`config.mk`:
```
export PLATFORM = sky130hd
export DESIGN_NAME = touch_switch_link_controller_flat
export DESIGN_NICKNAME = d
export VERILOG_FILES = /design/src/design/tslc_pkg.sv /design/src/design/tslc_in_if.sv /design/src/design/tslc_out_if.sv /design/src/design/tslc_front.sv /design/src/design/tslc_queue.sv /design/src/design/tslc_back.sv /design/src/design/touch_switch_link_controller.sv /design/src/flat_wrapper.sv
export SDC_FILE = /design/constraint.sdc
export NUM_CORES = 1
export LEC_CHECK = 0
export ABC_CLOCK_PERIOD_IN_PS = 10350
export BUFFER_PORTS_ARGS = -buffer_cell sky130_fd_sc_hd__buf_2
export CAP_MARGIN = 20
export CELL_PAD_IN_SITES_DETAIL_PLACEMENT = 1
export CELL_PAD_IN_SITES_GLOBAL_PLACEMENT = 1
export CORE_MARGIN = 3
export CORE_UTILIZATION = 52
export DETAILED_ROUTE_END_ITERATION = 10
export PLACE_DENSITY = 0.92
export SYNTH_ARGS = -nofsm -noshare
export SYNTH_HDL_FRONTEND = slang
export SYNTH_HIERARCHICAL = 1
export SYNTH_SLANG_ARGS = --single-unit
```
`constraint.sdc`:
```
create_clock -name clk -period 10.35 [get_ports clk]
set_input_delay 0.5175 -clock clk [delete_from_list [all_inputs] [get_ports clk]]
set_output_delay 0.5175 -clock clk [all_outputs]
set_load 0.03 [all_outputs]
```
`src/design/tslc_pkg.sv`:
```
// Shared types, character codes and helper functions of the touch switch controller.
`default_nettype none

package tslc_pkg;

  localparam int NUM_BUTTONS = 4;
  localparam int ANN_LEN     = 8;

  // Event kinds carried in the mode field
  localparam logic [1:0] EV_BYTE    = 2'd0;
  localparam logic [1:0] EV_TICK    = 2'd1;
  localparam logic [1:0] EV_PRESS   = 2'd2;
  localparam logic [1:0] EV_RELEASE = 2'd3;

  // Register indexes on the APB port
  localparam logic [2:0] REG_ACK_TIMEOUT = 3'd0;
  localparam logic [2:0] REG_LONG_PRESS  = 3'd1;
  localparam logic [2:0] REG_DARK_START  = 3'd2;
  localparam logic [2:0] REG_CONFIG_END  = 3'd3;
  localparam logic [2:0] REG_BLINK_HALF  = 3'd4;

  // Character codes
  localparam logic [7:0] CH_0 = 8'h30;
  localparam logic [7:0] CH_9 = 8'h39;
  localparam logic [7:0] CH_A = 8'h41;
  localparam logic [7:0] CH_E = 8'h45;
  localparam logic [7:0] CH_G = 8'h47;
  localparam logic [7:0] CH_T = 8'h54;
  localparam logic [7:0] CH_F = 8'h46;
  localparam logic [7:0] CH_U = 8'h55;
  localparam logic [7:0] CH_P = 8'h50;
  localparam logic [7:0] CH_I = 8'h49;
  localparam logic [7:0] CH_C = 8'h43;

  // Both-outer-buttons hold mask
  localparam logic [3:0] HOLD_MASK = 4'b1001;

  // Announcement sent on config entry
  localparam logic [7:0] ANNOUNCE [ANN_LEN] = '{
    8'h50, 8'h49, 8'h43, 8'h53, 8'h4D, 8'h41, 8'h52, 8'h54
  };

  typedef enum logic [1:0] {
    TX_NONE,
    TX_ECHO,
    TX_REPORT,
    TX_ANNOUNCE
  } tx_kind_t;

  typedef struct packed {
    logic [1:0] mode;
    logic [7:0] rx_byte;
    logic [1:0] button;
  } event_t;

  typedef struct packed {
    logic [15:0] ack_timeout;
    logic [15:0] long_press;
    logic [15:0] dark_start;
    logic [15:0] config_end;
    logic [7:0]  blink_half;
  } cfg_t;

  // One queued job: patterns after the event plus what to transmit
  typedef struct packed {
    logic [3:0] led;
    logic [3:0] relay;
    tx_kind_t   kind;
    logic [7:0] echo;
  } job_t;

  typedef struct packed {
    logic [3:0] led_pattern;
    logic [3:0] relay_pattern;
    logic       tx_valid;
    logic [7:0] tx_byte;
    logic       last;
  } out_word_t;

  typedef struct packed {
    logic       hit;
    logic [3:0] idx;
  } pat_t;

  function automatic pat_t pattern_of(input logic [7:0] b);
    pat_t p;
    p.hit = 1'b1;
    p.idx = 4'd0;
    unique case (b) inside
      [CH_0:CH_9]: p.idx = b[3:0];
      [CH_A:CH_E]: p.idx = b[3:0] + 4'd9;
      CH_G:        p.idx = 4'd15;
      default:     p.hit = 1'b0;
    endcase
    return p;
  endfunction

  function automatic logic [7:0] code_char(input logic [3:0] idx);
    logic [7:0] c;
    if (idx <= 4'd9) begin
      c = {4'h3, idx};
    end else if (idx == 4'd15) begin
      c = CH_G;
    end else begin
      c = 8'h37 + {4'h0, idx};
    end
    return c;
  endfunction

endpackage

`default_nettype wire

```
`src/design/tslc_in_if.sv`:
```
// Event channel interface: valid/ready plus one event word.
`default_nettype none

interface tslc_in_if;
  import tslc_pkg::*;

  logic       valid;
  logic       ready;
  logic [1:0] mode;
  logic [7:0] rx_byte;
  logic [1:0] button;

  modport source (output valid, mode, rx_byte, button, input ready);
  modport sink   (input valid, mode, rx_byte, button, output ready);
endinterface

`default_nettype wire

```
`src/design/tslc_out_if.sv`:
```
// Result channel interface: valid/ready plus one result word.
`default_nettype none

interface tslc_out_if;
  import tslc_pkg::*;

  logic       valid;
  logic       ready;
  logic [3:0] led_pattern;
  logic [3:0] relay_pattern;
  logic       tx_valid;
  logic [7:0] tx_byte;
  logic       last;

  modport source (output valid, led_pattern, relay_pattern, tx_valid, tx_byte, last,
                  input ready);
  modport sink   (input valid, led_pattern, relay_pattern, tx_valid, tx_byte, last,
                  output ready);
endinterface

`default_nettype wire

```
`src/design/tslc_front.sv`:
```
// Event front end: holds the switch state, applies one event per cycle while ev_take is high, emits a job.
`default_nettype none

module tslc_front (
  input  wire logic            clk,
  input  wire logic            rst_n,
  input  wire tslc_pkg::cfg_t   cfg,
  input  wire logic            ev_take,
  input  wire tslc_pkg::event_t ev,
  output tslc_pkg::job_t        job
);
  import tslc_pkg::*;

  logic [3:0]  relay_r, relay_nxt;
  logic [3:0]  led_r, led_nxt;
  logic [3:0]  pressed_r, pressed_nxt;
  logic        cfg_mode_r, cfg_mode_nxt;
  logic        await_r, await_nxt;
  logic [7:0]  held_r, held_nxt;
  logic [15:0] wait_r, wait_nxt;
  logic [15:0] hold_r, hold_nxt;
  logic        blink_on_r, blink_on_nxt;
  logic [7:0]  blink_cnt_r, blink_cnt_nxt;
  tx_kind_t    kind;

  logic [15:0] wait_inc, wait_inc2, hold_inc;
  logic [7:0]  blink_inc;
  logic [3:0]  bit_sel;
  pat_t        rx_pat, held_pat;
  logic        rx_ok, rx_tf;

  assign wait_inc  = wait_r + 16'd1;
  assign wait_inc2 = wait_r + 16'd2;
  assign hold_inc  = hold_r + 16'd1;
  assign blink_inc = blink_cnt_r + 8'd1;
  assign bit_sel   = 4'b0001 << ev.button;
  assign rx_pat    = pattern_of(ev.rx_byte);
  assign held_pat  = pattern_of(held_r);
  assign rx_tf     = (ev.rx_byte == CH_T) || (ev.rx_byte == CH_F);
  assign rx_ok     = rx_pat.hit || rx_tf || (ev.rx_byte == CH_U);

  always_comb begin
    relay_nxt     = relay_r;
    led_nxt       = led_r;
    pressed_nxt   = pressed_r;
    cfg_mode_nxt  = cfg_mode_r;
    await_nxt     = await_r;
    held_nxt      = held_r;
    wait_nxt      = wait_r;
    hold_nxt      = hold_r;
    blink_on_nxt  = blink_on_r;
    blink_cnt_nxt = blink_cnt_r;
    kind          = TX_NONE;

    unique case (ev.mode)
      EV_BYTE: begin
        if (rx_ok) begin
          if (!await_r) begin
            held_nxt = ev.rx_byte;
            if (!rx_tf) begin
              kind      = TX_ECHO;
              await_nxt = 1'b1;
              wait_nxt  = 16'd0;
            end
          end else if (cfg_mode_r) begin
            if (rx_tf) begin
              cfg_mode_nxt = 1'b0;
              await_nxt    = 1'b0;
              led_nxt      = relay_r;
            end
          end else if (ev.rx_byte == CH_T) begin
            if (held_pat.hit) begin
              relay_nxt = held_pat.idx;
              led_nxt   = held_pat.idx;
              await_nxt = 1'b0;
            end else if (held_r == CH_U) begin
              kind = TX_REPORT;
            end else begin
              await_nxt = 1'b0;
            end
          end else if (ev.rx_byte == CH_F) begin
            await_nxt = 1'b0;
          end
        end
      end
      EV_TICK: begin
        if (!cfg_mode_r) begin
          if (await_r) begin
            if (wait_inc >= cfg.ack_timeout) begin
              wait_nxt  = 16'd0;
              await_nxt = 1'b0;
            end else begin
              wait_nxt = wait_inc;
            end
          end
          if (pressed_r == HOLD_MASK) begin
            if (hold_inc >= cfg.long_press) begin
              hold_nxt     = 16'd0;
              kind         = TX_ANNOUNCE;
              cfg_mode_nxt = 1'b1;
              await_nxt    = 1'b1;
              wait_nxt     = 16'd0;
              led_nxt      = 4'd0;
              blink_on_nxt = 1'b0;
            end else begin
              hold_nxt = hold_inc;
            end
          end else begin
            hold_nxt = 16'd0;
          end
        end else if (await_r && (wait_inc > cfg.dark_start) &&
                     (wait_inc2 >= cfg.config_end)) begin
          // config timeout: leave, no blink on this tick
          wait_nxt     = 16'd0;
          cfg_mode_nxt = 1'b0;
          await_nxt    = 1'b0;
          led_nxt      = relay_r;
        end else begin
          if (await_r) begin
            wait_nxt = (wait_inc > cfg.dark_start) ? wait_inc2 : wait_inc;
          end
          led_nxt = blink_on_r ? 4'hF : 4'h0;
          if (blink_inc >= cfg.blink_half) begin
            blink_cnt_nxt = 8'd0;
            blink_on_nxt  = !blink_on_r;
          end else begin
            blink_cnt_nxt = blink_inc;
          end
        end
      end
      EV_PRESS: begin
        pressed_nxt = pressed_r | bit_sel;
        hold_nxt    = 16'd0;
        if (!cfg_mode_r) begin
          relay_nxt = relay_r ^ bit_sel;
          led_nxt   = relay_r ^ bit_sel;
        end
      end
      EV_RELEASE: begin
        pressed_nxt = pressed_r & ~bit_sel;
        hold_nxt    = 16'd0;
        if (!cfg_mode_r && ((pressed_r & ~bit_sel & 4'b0111) == 4'd0)) begin
          kind = TX_REPORT;
        end
      end
      default: begin
      end
    endcase
  end

  assign job.led   = led_nxt;
  assign job.relay = relay_nxt;
  assign job.kind  = kind;
  assign job.echo  = ev.rx_byte;

  always_ff @(posedge clk) begin
    if (!rst_n) begin
      relay_r     <= '0;
      led_r       <= '0;
      pressed_r   <= '0;
      cfg_mode_r  <= 1'b0;
      await_r     <= 1'b0;
      held_r      <= '0;
      wait_r      <= '0;
      hold_r      <= '0;
      blink_on_r  <= 1'b0;
      blink_cnt_r <= '0;
    end else if (ev_take) begin
      relay_r     <= relay_nxt;
      led_r       <= led_nxt;
      pressed_r   <= pressed_nxt;
      cfg_mode_r  <= cfg_mode_nxt;
      await_r     <= await_nxt;
      held_r      <= held_nxt;
      wait_r      <= wait_nxt;
      hold_r      <= hold_nxt;
      blink_on_r  <= blink_on_nxt;
      blink_cnt_r <= blink_cnt_nxt;
    end
  end

endmodule

`default_nettype wire

```
`src/design/tslc_queue.sv`:
```
// Short job queue between the front end and the transmit back end.
`default_nettype none

module tslc_queue #(
  parameter int DEPTH = 4
) (
  input  wire logic          clk,
  input  wire logic          rst_n,
  input  wire logic          push,
  input  wire tslc_pkg::job_t push_job,
  output logic               full,
  input  wire logic          pop,
  output logic               head_valid,
  output tslc_pkg::job_t      head_job
);
  import tslc_pkg::*;

  localparam int PW = (DEPTH > 1) ? $clog2(DEPTH) : 1;
  localparam int CW = $clog2(DEPTH + 1);
  localparam logic [PW-1:0] LAST_PTR = PW'(DEPTH - 1);
  localparam logic [CW-1:0] FULL_CNT = CW'(DEPTH);

  job_t          slot_r [DEPTH];
  logic [PW-1:0] wr_ptr_r, wr_ptr_nxt;
  logic [PW-1:0] rd_ptr_r, rd_ptr_nxt;
  logic [CW-1:0] count_r, count_nxt;
  logic          do_push, do_pop;

  assign full       = (count_r == FULL_CNT);
  assign head_valid = (count_r != '0);
  assign head_job   = slot_r[rd_ptr_r];
  assign do_push    = push && !full;
  assign do_pop     = pop && head_valid;

  always_comb begin
    wr_ptr_nxt = wr_ptr_r;
    rd_ptr_nxt = rd_ptr_r;
    count_nxt  = count_r;
    if (do_push) begin
      wr_ptr_nxt = (wr_ptr_r == LAST_PTR) ? '0 : wr_ptr_r + PW'(1);
    end
    if (do_pop) begin
      rd_ptr_nxt = (rd_ptr_r == LAST_PTR) ? '0 : rd_ptr_r + PW'(1);
    end
    if (do_push && !do_pop) begin
      count_nxt = count_r + CW'(1);
    end else if (do_pop && !do_push) begin
      count_nxt = count_r - CW'(1);
    end
  end

  always_ff @(posedge clk) begin
    if (do_push) begin
      slot_r[wr_ptr_r] <= push_job;
    end
  end

  always_ff @(posedge clk) begin
    if (!rst_n) begin
      wr_ptr_r <= '0;
      rd_ptr_r <= '0;
      count_r  <= '0;
    end else begin
      wr_ptr_r <= wr_ptr_nxt;
      rd_ptr_r <= rd_ptr_nxt;
      count_r  <= count_nxt;
    end
  end

endmodule

`default_nettype wire

```
`src/design/tslc_back.sv`:
```
// Transmit back end: expands each job into one to eight result words.
`default_nettype none

module tslc_back (
  input  wire logic            clk,
  input  wire logic            rst_n,
  input  wire logic            head_valid,
  input  wire tslc_pkg::job_t   head_job,
  output logic                 pop,
  output logic                 out_valid,
  input  wire logic            out_ready,
  output tslc_pkg::out_word_t   out_word
);
  import tslc_pkg::*;

  logic      busy_r, busy_nxt;
  job_t      job_r;
  logic [2:0] idx_r;
  logic      out_valid_r, out_valid_nxt;
  out_word_t word_r;

  job_t       cur_job;
  logic [2:0] cur_idx;
  logic       adv;
  out_word_t  word;

  function automatic out_word_t make_word(input job_t j, input logic [2:0] k);
    out_word_t w;
    w.led_pattern   = j.led;
    w.relay_pattern = j.relay;
    w.tx_valid      = 1'b1;
    w.tx_byte       = 8'h00;
    w.last          = 1'b1;
    unique case (j.kind)
      TX_NONE: begin
        w.tx_valid = 1'b0;
      end
      TX_ECHO: begin
        w.tx_byte = j.echo;
      end
      TX_REPORT: begin
        case (k)
          3'd0:    w.tx_byte = CH_P;
          3'd1:    w.tx_byte = CH_I;
          3'd2:    w.tx_byte = CH_C;
          default: w.tx_byte = code_char(j.relay);
        endcase
        w.last = (k == 3'd3);
      end
      TX_ANNOUNCE: begin
        w.tx_byte = ANNOUNCE[k];
        w.last    = (k == 3'(ANN_LEN - 1));
      end
      default: begin
      end
    endcase
    return w;
  endfunction

  assign cur_job = busy_r ? job_r : head_job;
  assign cur_idx = busy_r ? idx_r : 3'd0;
  assign adv     = (busy_r || head_valid) && (!out_valid_r || out_ready);
  assign word    = make_word(cur_job, cur_idx);
  assign pop     = adv && !busy_r;

  always_comb begin
    busy_nxt      = busy_r;
    out_valid_nxt = out_valid_r;
    if (adv) begin
      busy_nxt      = !word.last;
      out_valid_nxt = 1'b1;
    end else if (out_ready) begin
      out_valid_nxt = 1'b0;
    end
  end

  always_ff @(posedge clk) begin
    if (adv) begin
      job_r  <= cur_job;
      idx_r  <= cur_idx + 3'd1;
      word_r <= word;
    end
  end

  always_ff @(posedge clk) begin
    if (!rst_n) begin
      busy_r      <= 1'b0;
      out_valid_r <= 1'b0;
    end else begin
      busy_r      <= busy_nxt;
      out_valid_r <= out_valid_nxt;
    end
  end

  assign out_valid = out_valid_r;
  assign out_word  = word_r;

  // only multi-word jobs stay in progress
  a_busy_kind: assert property (@(posedge clk) disable iff (!rst_n)
    busy_r |-> (job_r.kind == TX_REPORT || job_r.kind == TX_ANNOUNCE))
    else $error("back end busy on a single-word job");

  a_busy_idx: assert property (@(posedge clk) disable iff (!rst_n)
    busy_r |-> (idx_r != 3'd0))
    else $error("back end busy with word index zero");

  a_report_len: assert property (@(posedge clk) disable iff (!rst_n)
    (busy_r && job_r.kind == TX_REPORT) |-> (idx_r <= 3'd3))
    else $error("report ran past four words");

  a_pop_frees: assert property (@(posedge clk) disable iff (!rst_n)
    (pop && (head_job.kind == TX_NONE || head_job.kind == TX_ECHO)) |=> !busy_r)
    else $error("single-word job left back end busy");

endmodule

`default_nettype wire

```
`src/design/touch_switch_link_controller.sv`:
```
// Top level of the four-gang touch switch link controller with its APB register file.
//
//  channel   dir  handshake            word
//  in_ch     in   valid/ready          mode, rx_byte, button
//  out_ch    out  valid/ready          led_pattern, relay_pattern, tx_valid, tx_byte, last
//  apb       in   psel/penable/pready  5 regs at 4*i, pready tied high
//
// Front end takes one event per cycle while the job queue has room; its state update is
// registered. Back end sends one result word per cycle unless stalled: 1 word for a quiet
// or echo event, 4 for a report, 8 for the config announcement, so the output channel sets
// the rate. Synchronous active-low reset; the APB registers return to their defaults.
// A stalled output holds its word; the front keeps taking events until the queue fills.
`default_nettype none

module touch_switch_link_controller #(
  parameter int QUEUE_DEPTH = 4
) (
  input  wire logic        clk,
  input  wire logic        rst_n,
  tslc_in_if.sink          in_ch,
  tslc_out_if.source       out_ch,
  input  wire logic        psel,
  input  wire logic        penable,
  input  wire logic        pwrite,
  input  wire logic [4:0]  paddr,
  input  wire logic [31:0] pwdata,
  output logic [31:0]      prdata,
  output logic             pready
);
  import tslc_pkg::*;

  // register file: to be written only while idle, by the user; the block does not enforce it
  logic [15:0] ack_timeout_r, long_press_r, dark_start_r, config_end_r;
  logic [7:0]  blink_half_r;
  logic        wr_en;
  logic [2:0]  reg_idx;
  cfg_t        cfg;

  event_t    ev;
  logic      ev_take;
  job_t      front_job;
  logic      q_full, q_valid, q_pop;
  job_t      q_head;
  logic      back_valid;
  out_word_t back_word;

  assign pready  = 1'b1;
  assign reg_idx = paddr[4:2];
  assign wr_en   = psel && penable && pwrite && pready;

  always_ff @(posedge clk) begin
    if (!rst_n) begin
      ack_timeout_r <= 16'd20;
      long_press_r  <= 16'd1500;
      dark_start_r  <= 16'd30000;
      config_end_r  <= 16'd32000;
      blink_half_r  <= 8'd200;
    end else if (wr_en) begin
      case (reg_idx)
        REG_ACK_TIMEOUT: ack_timeout_r <= pwdata[15:0];
        REG_LONG_PRESS:  long_press_r  <= pwdata[15:0];
        REG_DARK_START:  dark_start_r  <= pwdata[15:0];
        REG_CONFIG_END:  config_end_r  <= pwdata[15:0];
        REG_BLINK_HALF:  blink_half_r  <= pwdata[7:0];
        default: begin
        end
      endcase
    end
  end

  always_comb begin
    unique case (reg_idx)
      REG_ACK_TIMEOUT: prdata = {16'd0, ack_timeout_r};
      REG_LONG_PRESS:  prdata = {16'd0, long_press_r};
      REG_DARK_START:  prdata = {16'd0, dark_start_r};
      REG_CONFIG_END:  prdata = {16'd0, config_end_r};
      REG_BLINK_HALF:  prdata = {24'd0, blink_half_r};
      default:         prdata = 32'd0;
    endcase
  end

  assign cfg.ack_timeout = ack_timeout_r;
  assign cfg.long_press  = long_press_r;
  assign cfg.dark_start  = dark_start_r;
  assign cfg.config_end  = config_end_r;
  assign cfg.blink_half  = blink_half_r;

  // event intake: accepted whenever the queue can take the job
  assign ev.mode    = in_ch.mode;
  assign ev.rx_byte = in_ch.rx_byte;
  assign ev.button  = in_ch.button;
  assign in_ch.ready = !q_full;
  assign ev_take     = in_ch.valid && !q_full;

  tslc_front u_front (
    .clk     (clk),
    .rst_n   (rst_n),
    .cfg     (cfg),
    .ev_take (ev_take),
    .ev      (ev),
    .job     (front_job)
  );

  tslc_queue #(
    .DEPTH (QUEUE_DEPTH)
  ) u_queue (
    .clk        (clk),
    .rst_n      (rst_n),
    .push       (ev_take),
    .push_job   (front_job),
    .full       (q_full),
    .pop        (q_pop),
    .head_valid (q_valid),
    .head_job   (q_head)
  );

  tslc_back u_back (
    .clk        (clk),
    .rst_n      (rst_n),
    .head_valid (q_valid),
    .head_job   (q_head),
    .pop        (q_pop),
    .out_valid  (back_valid),
    .out_ready  (out_ch.ready),
    .out_word   (back_word)
  );

  assign out_ch.valid         = back_valid;
  assign out_ch.led_pattern   = back_word.led_pattern;
  assign out_ch.relay_pattern = back_word.relay_pattern;
  assign out_ch.tx_valid      = back_word.tx_valid;
  assign out_ch.tx_byte       = back_word.tx_byte;
  assign out_ch.last          = back_word.last;

endmodule

`default_nettype wire

```
`src/flat_wrapper.sv`:
```
// flat-port wrapper written by rule: the top's interface ports become plain ports
module touch_switch_link_controller_flat import tslc_pkg::*;
#(
  parameter int QUEUE_DEPTH = 4
)
  (clk, rst_n, psel, penable, pwrite, paddr, pwdata, prdata, pready, in_ch_valid, in_ch_mode, in_ch_rx_byte, in_ch_button, in_ch_ready, out_ch_valid, out_ch_led_pattern, out_ch_relay_pattern, out_ch_tx_valid, out_ch_tx_byte, out_ch_last, out_ch_ready);
  tslc_in_if in_ch_i ();
  tslc_out_if out_ch_i ();
  input  wire logic clk;
  input  wire logic rst_n;
  input  wire logic psel;
  input  wire logic penable;
  input  wire logic pwrite;
  input  wire logic [4:0] paddr;
  input  wire logic [31:0] pwdata;
  output logic [31:0] prdata;
  output logic pready;
  input wire logic [$bits(in_ch_i.valid)-1:0] in_ch_valid;
  input wire logic [$bits(in_ch_i.mode)-1:0] in_ch_mode;
  input wire logic [$bits(in_ch_i.rx_byte)-1:0] in_ch_rx_byte;
  input wire logic [$bits(in_ch_i.button)-1:0] in_ch_button;
  output wire logic [$bits(in_ch_i.ready)-1:0] in_ch_ready;
  output wire logic [$bits(out_ch_i.valid)-1:0] out_ch_valid;
  output wire logic [$bits(out_ch_i.led_pattern)-1:0] out_ch_led_pattern;
  output wire logic [$bits(out_ch_i.relay_pattern)-1:0] out_ch_relay_pattern;
  output wire logic [$bits(out_ch_i.tx_valid)-1:0] out_ch_tx_valid;
  output wire logic [$bits(out_ch_i.tx_byte)-1:0] out_ch_tx_byte;
  output wire logic [$bits(out_ch_i.last)-1:0] out_ch_last;
  input wire logic [$bits(out_ch_i.ready)-1:0] out_ch_ready;
  assign in_ch_i.valid = in_ch_valid;
  assign in_ch_i.mode = in_ch_mode;
  assign in_ch_i.rx_byte = in_ch_rx_byte;
  assign in_ch_i.button = in_ch_button;
  assign in_ch_ready = in_ch_i.ready;
  assign out_ch_valid = out_ch_i.valid;
  assign out_ch_led_pattern = out_ch_i.led_pattern;
  assign out_ch_relay_pattern = out_ch_i.relay_pattern;
  assign out_ch_tx_valid = out_ch_i.tx_valid;
  assign out_ch_tx_byte = out_ch_i.tx_byte;
  assign out_ch_last = out_ch_i.last;
  assign out_ch_i.ready = out_ch_ready;
  touch_switch_link_controller #(.QUEUE_DEPTH(QUEUE_DEPTH)) u_core (.clk(clk), .rst_n(rst_n), .in_ch(in_ch_i), .out_ch(out_ch_i), .psel(psel), .penable(penable), .pwrite(pwrite), .paddr(paddr), .pwdata(pwdata), .prdata(prdata), .pready(pready));
endmodule
```
-- Yosys cells after proc, flatten, opt, wreduce, memory -nomap -nowiden
Memory sizes are Yosys's and may differ from the RTL's. A register that Yosys moved wholly into a read port is not among the register bits.
Cells that the tools add are included.
- muxes and demuxes: 102
- bitwise gates (word level): 8
- equal/unequal tests: 34
- shift-type cells: 1
- reduce and logical (&&, ||, !) cells: 59
- add/sub/neg operators: 11
- $lt $le $gt $ge: 15
- operators with widths (cell ; number):
    $mux W16 ; 14
    $pmux W16 S5 ; 1
    $mux W4 ; 18
    $pmux W16 S2 ; 2
    $eq A8 B7 Y1 const B ; 6
    $ge A16 B16 Y1 ; 3
    $pmux W8 S3 ; 2
    $mux W1 ; 34
    $add A16 B1 Y16 const B ; 2
    $mux W8 ; 4
    $mux W2 ; 14
    $pmux W4 S3 ; 2
    $mux W18 ; 1
    $add A16 B2 Y16 const B ; 1
    $ge A8 B6 Y1 const B ; 2
    $ge A8 B7 Y1 const B ; 2
    $gt A16 B16 Y1 ; 1
    $le A8 B6 Y1 const B ; 2
    $le A8 B7 Y1 const B ; 2
    $logic_and A1 B1 Y1 ; 16
    $pmux W4 S2 ; 2
    $reduce_and A4 Y1 ; 4
    $reduce_and A2 Y1 ; 7
    $reduce_bool A2 Y1 ; 7
    40 further kinds ; 81
- logic and storage cells: 260
- bits in writable memories: 72
- input bits: 56
- ROM bits: 64
- memories kept: 2
- flip-flop bits (word level): 175
- memory list (memory ; words ; bits a word ; rd ports ; clocked after memory_dff ; wr ports ; line ; source):
    u_core.u_queue.slot_r ; 4 ; 18 ; 1 ; 1 ; 1 ; tslc_queue.sv:23 ; job_t slot_r [DEPTH];
    (name not given) ; 8 ; 8 ; 1 ; 0 ; 0 ; tslc_back.sv:51 ; w.tx_byte = ANNOUNCE[k];

-- Depth between registers and ports, before layout
- word-level depth: 10
- mapped depth: 17
- mapped depth without buffers: 16

-- By module
The synthesis kept the hierarchy.
- by module, submodules not included (module ; sequential area each (sq um) ; cells an instance ; area each (sq um) ; times used):
    tslc_front ; 1261.2 ; 906 ; 6705.2 ; 1
    touch_switch_link_controller ; 1441.4 ; 359 ; 3520.9 ; 1
    tslc_queue ; 2342.2 ; 145 ; 3120.5 ; 1
    tslc_back ; 970.9 ; 160 ; 1854.3 ; 1

-- Worst setup path after synthesis
No wires, ideal clock.
- path kind: flip-flop to flip-flop
- start: reg u_core.u_front.wait_r[6]
- end: reg u_core.u_front.wait_r[14]
- stages on the path, launching flop included: 18
- buffers on the path: 2
- path slack: 6.663 ns
- data arrival time: 3.565 ns
- library setup time: 0.122 ns
- required time: 10.228 ns
- path through: dfxtp_1 -> clkbuf_1 -> and3_1 -> and3_1 -> nand2_1 -> nor2_1 -> nand2_1 -> xnor2_1 -> ha_1 -> nand3_1 -> or3_1 -> nor2_1 -> a211oi_2 -> nor2_2 -> buf_4 -> mux2i_1 -> nor2_1 -> a221o_1
- word-level cells in the longest chain between the ends: 8
- ends and longest elaborated chain (element ; line ; source):
    start, declared ; tslc_front.sv:20 ; logic [15:0] wait_r, wait_nxt;
    start signal, assigned ; tslc_front.sv:175 ; wait_r <= wait_nxt;
    $add A16 B1 Y16 ; tslc_front.sv:32 ; assign wait_inc = wait_r + 16'd1;
    $ge A16 B16 Y1 ; tslc_front.sv:89 ; if (wait_inc >= cfg.ack_timeout) begin
    $mux W16 ; tslc_front.sv:89 ;
    $mux W16 ; tslc_front.sv:88 ; if (await_r) begin
    $mux W16 ; tslc_front.sv:97 ; if (hold_inc >= cfg.long_press) begin
    $mux W16 ; tslc_front.sv:96 ; if (pressed_r == HOLD_MASK) begin
    $mux W16 ; tslc_front.sv:87 ; if (!cfg_mode_r) begin
    $pmux W16 S2 ; tslc_front.sv:55 ; unique case (ev.mode)
Parallel ways exist; a longest one is shown, timed or not. The select of a mux whose other input is x is not followed.
A chain may end at the register's enable or synchronous reset.

==> reports/metrics.yaml <==
run_status:
  status: "completed"
global_route:
  grt-busiest-layer: "met2"
  use_met1_pct: 38.7
  grt_use_met3_pct: 5.15
  grt_overflow: 0
  grt_first_pass_wirelength_mm: 78.4
  antenna_found_initial: 3
  grt_max_degree: 103
  grt.total_usage_pct: 31.5
  met2_usage_pct: 55.3
  grt_pass1_vias: 13698
pwr:
  pwr-share-seq_pct: 40.4
  p_leak_nw: 6.79
  switching_share_pct: 34.2
  switchingPower_mw: 1.08
  power_density_nw_per_um2: 191
  peakVddDrop_mv: 0.150
  intPower_mw: 2.08
  pwr-share-comb_pct: 26.7
  clkPwrFrac_pct: 32.9
synth:
  synth_largest_area_cell: "edfxtp_1"
  async_flop_share_pct: 0
  synth_edf_count: 103
  synth_cell_types: 97
  ys_seq_area_share_pct: 39.6
  synth_seq_cells: 249
  netlist_area_um2: 15200
  synthCells: 1570
  ys_warn_count: 6
  ys.flop_type: "dfxtp_1"
  netlist.area_leader.share_pct: 20.3
  avgSynthCellArea_um2: 9.68
  yosys-top-cells-area: "edfxtp_1, dfxtp_1, ha_1"
critical_path:
  setup.worst_path.start_class: "flop"
  cpPeakStageDelay_ns: 0.85
  cp.arrival_ns: 5.44
  cp_common_cell: "and3_1"
  slowest_stage: "o31ai_1"
  crit_fanout: 8
  cp_num_buf_inv: 0
  critPathRequiredTime_ns: 10.63
  endpoint_kind: "flop"
  cp_top_family: "compound AO/OA/AOI/OAI gates"
  crit_chain: "ha_1, and4_1, and3_1, and3_1, nand3_1, xnor2_1, ha_1, nand4_1, a2111oi_0, a21oi_1, o31ai_1, a311o_1, and3_1, nor2_1"
  crit_type: "reg2reg"
hold_path:
  hp-class: "in2reg"
drt:
  antenna_left: 0
  via_count: 13139
  wl_mm: 50.2
  post-route-drc-count: 0
  detail_route.wl_per_cell_um: 25.3
  detail_route.first_pass.iterations: 6
  via_per_inst: 6.62
  drt-initial-drc-count: 1456
cells_and_area:
  antennaDiodeCount: 0
  layout_commonest_cell: "nand2_1"
  nets: 1736
  drive_gt1_share_pct: 12.6
  final_core_utilization_pct: 58.3
  mostFrequentLayoutCells: "nand2_1, dfxtp_1, inv_1, edfxtp_1, ha_1"
  syn_to_final_growth_pct: 8.54
timing:
  worstMarginPinSlew_ns: 1.20
  fin_skew_ns: 0.0101
  fin_crit_sh_pct: 49.8
  setup_slack_ns: 5.19
  layout_min_cycle_time_ns: 5.16
  fmax_mhz: 194
  drv_slew: 0
  tns_ns: 0
  hold_violations: 0
  relSlewSlack_pct: 19.7
  setup_viol_count_final: 0
  rsz0062_at_grt: "false"
die:
  core_um2: 28300
  die_w_um: 177
  rows: 61
  ios: 109
  die_area_um2: 31300
  die_height_um: 177
  initial_core_util_pct: 53.7
clocking:
  cts_hold_buf: 0
  cts.clk_slew.worst_paths_ns: 0.06
  cts_num_sinks: 249
  clockBufferDepth: 3
  insertion_delay_ns: 0.55
  ctsRootBufferMaster: "clkbuf_16"
  numCtsBuffers: 28
  tritoncts: "built"
  cts_htree_levels: 1
  ctsResizeCount: 0
  post-cts-setup-buffer-count: 0
job:
  cap_violations: 0
placed_design:
  port_buffers: 73
  gp_congestion: 0.882
  dp_hpwl_mm: 33.4
  place_ws_ns: 5.54
==> final timing paths <==
check	end	depth (start not counted)	start	slack (ns)
worst max register to register	u_core/u_queue/slot_r[0][16]	14	u_core/u_front/hold_r[0]	5.19
worst max-delay path	u_core/u_queue/slot_r[0][16]	14	u_core/u_front/hold_r[0]	5.19
worst min-delay path	u_core/blink_half_r[6]	3	pwdata[6]	0.26
worst min register to register	u_core/u_front/blink_cnt_r[7]	2	u_core/u_front/blink_cnt_r[7]	0.48
==> layout make-up <==
class                   count  area (um2)
inverters                 115         432
fillers                  3094       11800
repair buffers             84         450
clock inverters            17         164
flip-flops and latches    249        6020
multi-input cells        1108        8170
clock buffers              35         798
well taps                 378         473
==> layer usage <==
metal	vias up	share of wire, %
li1	5686	-
met1	6557	39
met2	701	49
met3	189	7.5
met4	6	4.4
met5	-	0.074
==> per-stage QoR <==
stage,std cells,hold slack [ns],power [mW],area (um2)
after floorplan,1585,0.444,1.88,15300
after global placement,1933,0.452,2.01,15500
after detailed placement,1933,0.468,2.09,15500
final,1986,0.256,3.16,16500
after CTS,1985,0.243,3.15,16500
after global routing,1986,0.245,3.27,16500
==> power by group through the flow <==
stage               sequential [mW]  clock (mW)  combinational, mW
floorplan                      1.31           0              0.578
global placement               1.27           0              0.741
detailed placement             1.29           0              0.797
CTS                            1.28        1.05              0.830
global route                   1.29        1.09              0.898
finish                         1.28        1.04              0.844
==> Yosys cell counts (all sizes together) (6+ instances only) <==
cell    number
a211oi      11
a21o         7
a21oi       81
a22o        10
a22oi       25
a31oi       13
and2         7
and3        32
and4         8
buf         66
clkbuf      47
dfxtp      146
edfxtp     103
ha          93
inv        112
mux2        17
mux2i       91
mux4        26
nand2      156
nand2b      15
nand3       40
nand3b       6
nand4       14
nor2        87
nor2b       44
nor3        27
o211ai      19
o21a         7
o21ai       54
o21bai       7
o22ai       23
o31ai       15
or3         16
xnor2       43
xor2        14
==> worst register-to-register path: cells and delay by family, from the launching register on <==
| kind | cells | cell delay, ns |
|---|---|---|
| xor gates and xnor gates | 1 | 0.19 |
| adders and majority gates | 2 | 0.67 |
| AOI/OAI and AO/OA | 4 | 2.04 |
| DFF | 1 | 0.47 |
| and+or+nand+nor | 7 | 1.54 |
==> kinds of logic after synthesis <==
| group | count (synthesis) | synth area share [%] |
|---|---|---|
| flip-flops | 249 | 39.6 |
| multiplexers | 134 | 11.3 |
| buffers and inverters | 228 | 7.13 |
| AND/OR/NAND/NOR | 476 | 16.0 |
| other | 2 | 0.0494 |
| AO/OA/AOI/OAI | 330 | 14.8 |
| adder cells (fa/ha/maj) | 94 | 7.79 |
| XOR/XNOR | 57 | 3.28 |
==> registers in the layout, summed over array words and instances, names as in the netlist, 4 cells and up, named ones only <==
register                    flops
u_core/u_front/led_r            4
u_core/u_front/relay_r          4
u_core/u_front/held_r           8
u_core/u_queue/slot_r          72
u_core/config_end_r            16
u_core/u_front/hold_r          16
u_core/ack_timeout_r           16
u_core/u_back/job_r            10
u_core/u_front/blink_cnt_r      8
u_core/long_press_r            16
u_core/dark_start_r            16
u_core/u_front/wait_r          16
u_core/u_back/out_word         18
u_core/blink_half_r             8
(Power assumes the default switching activity.)
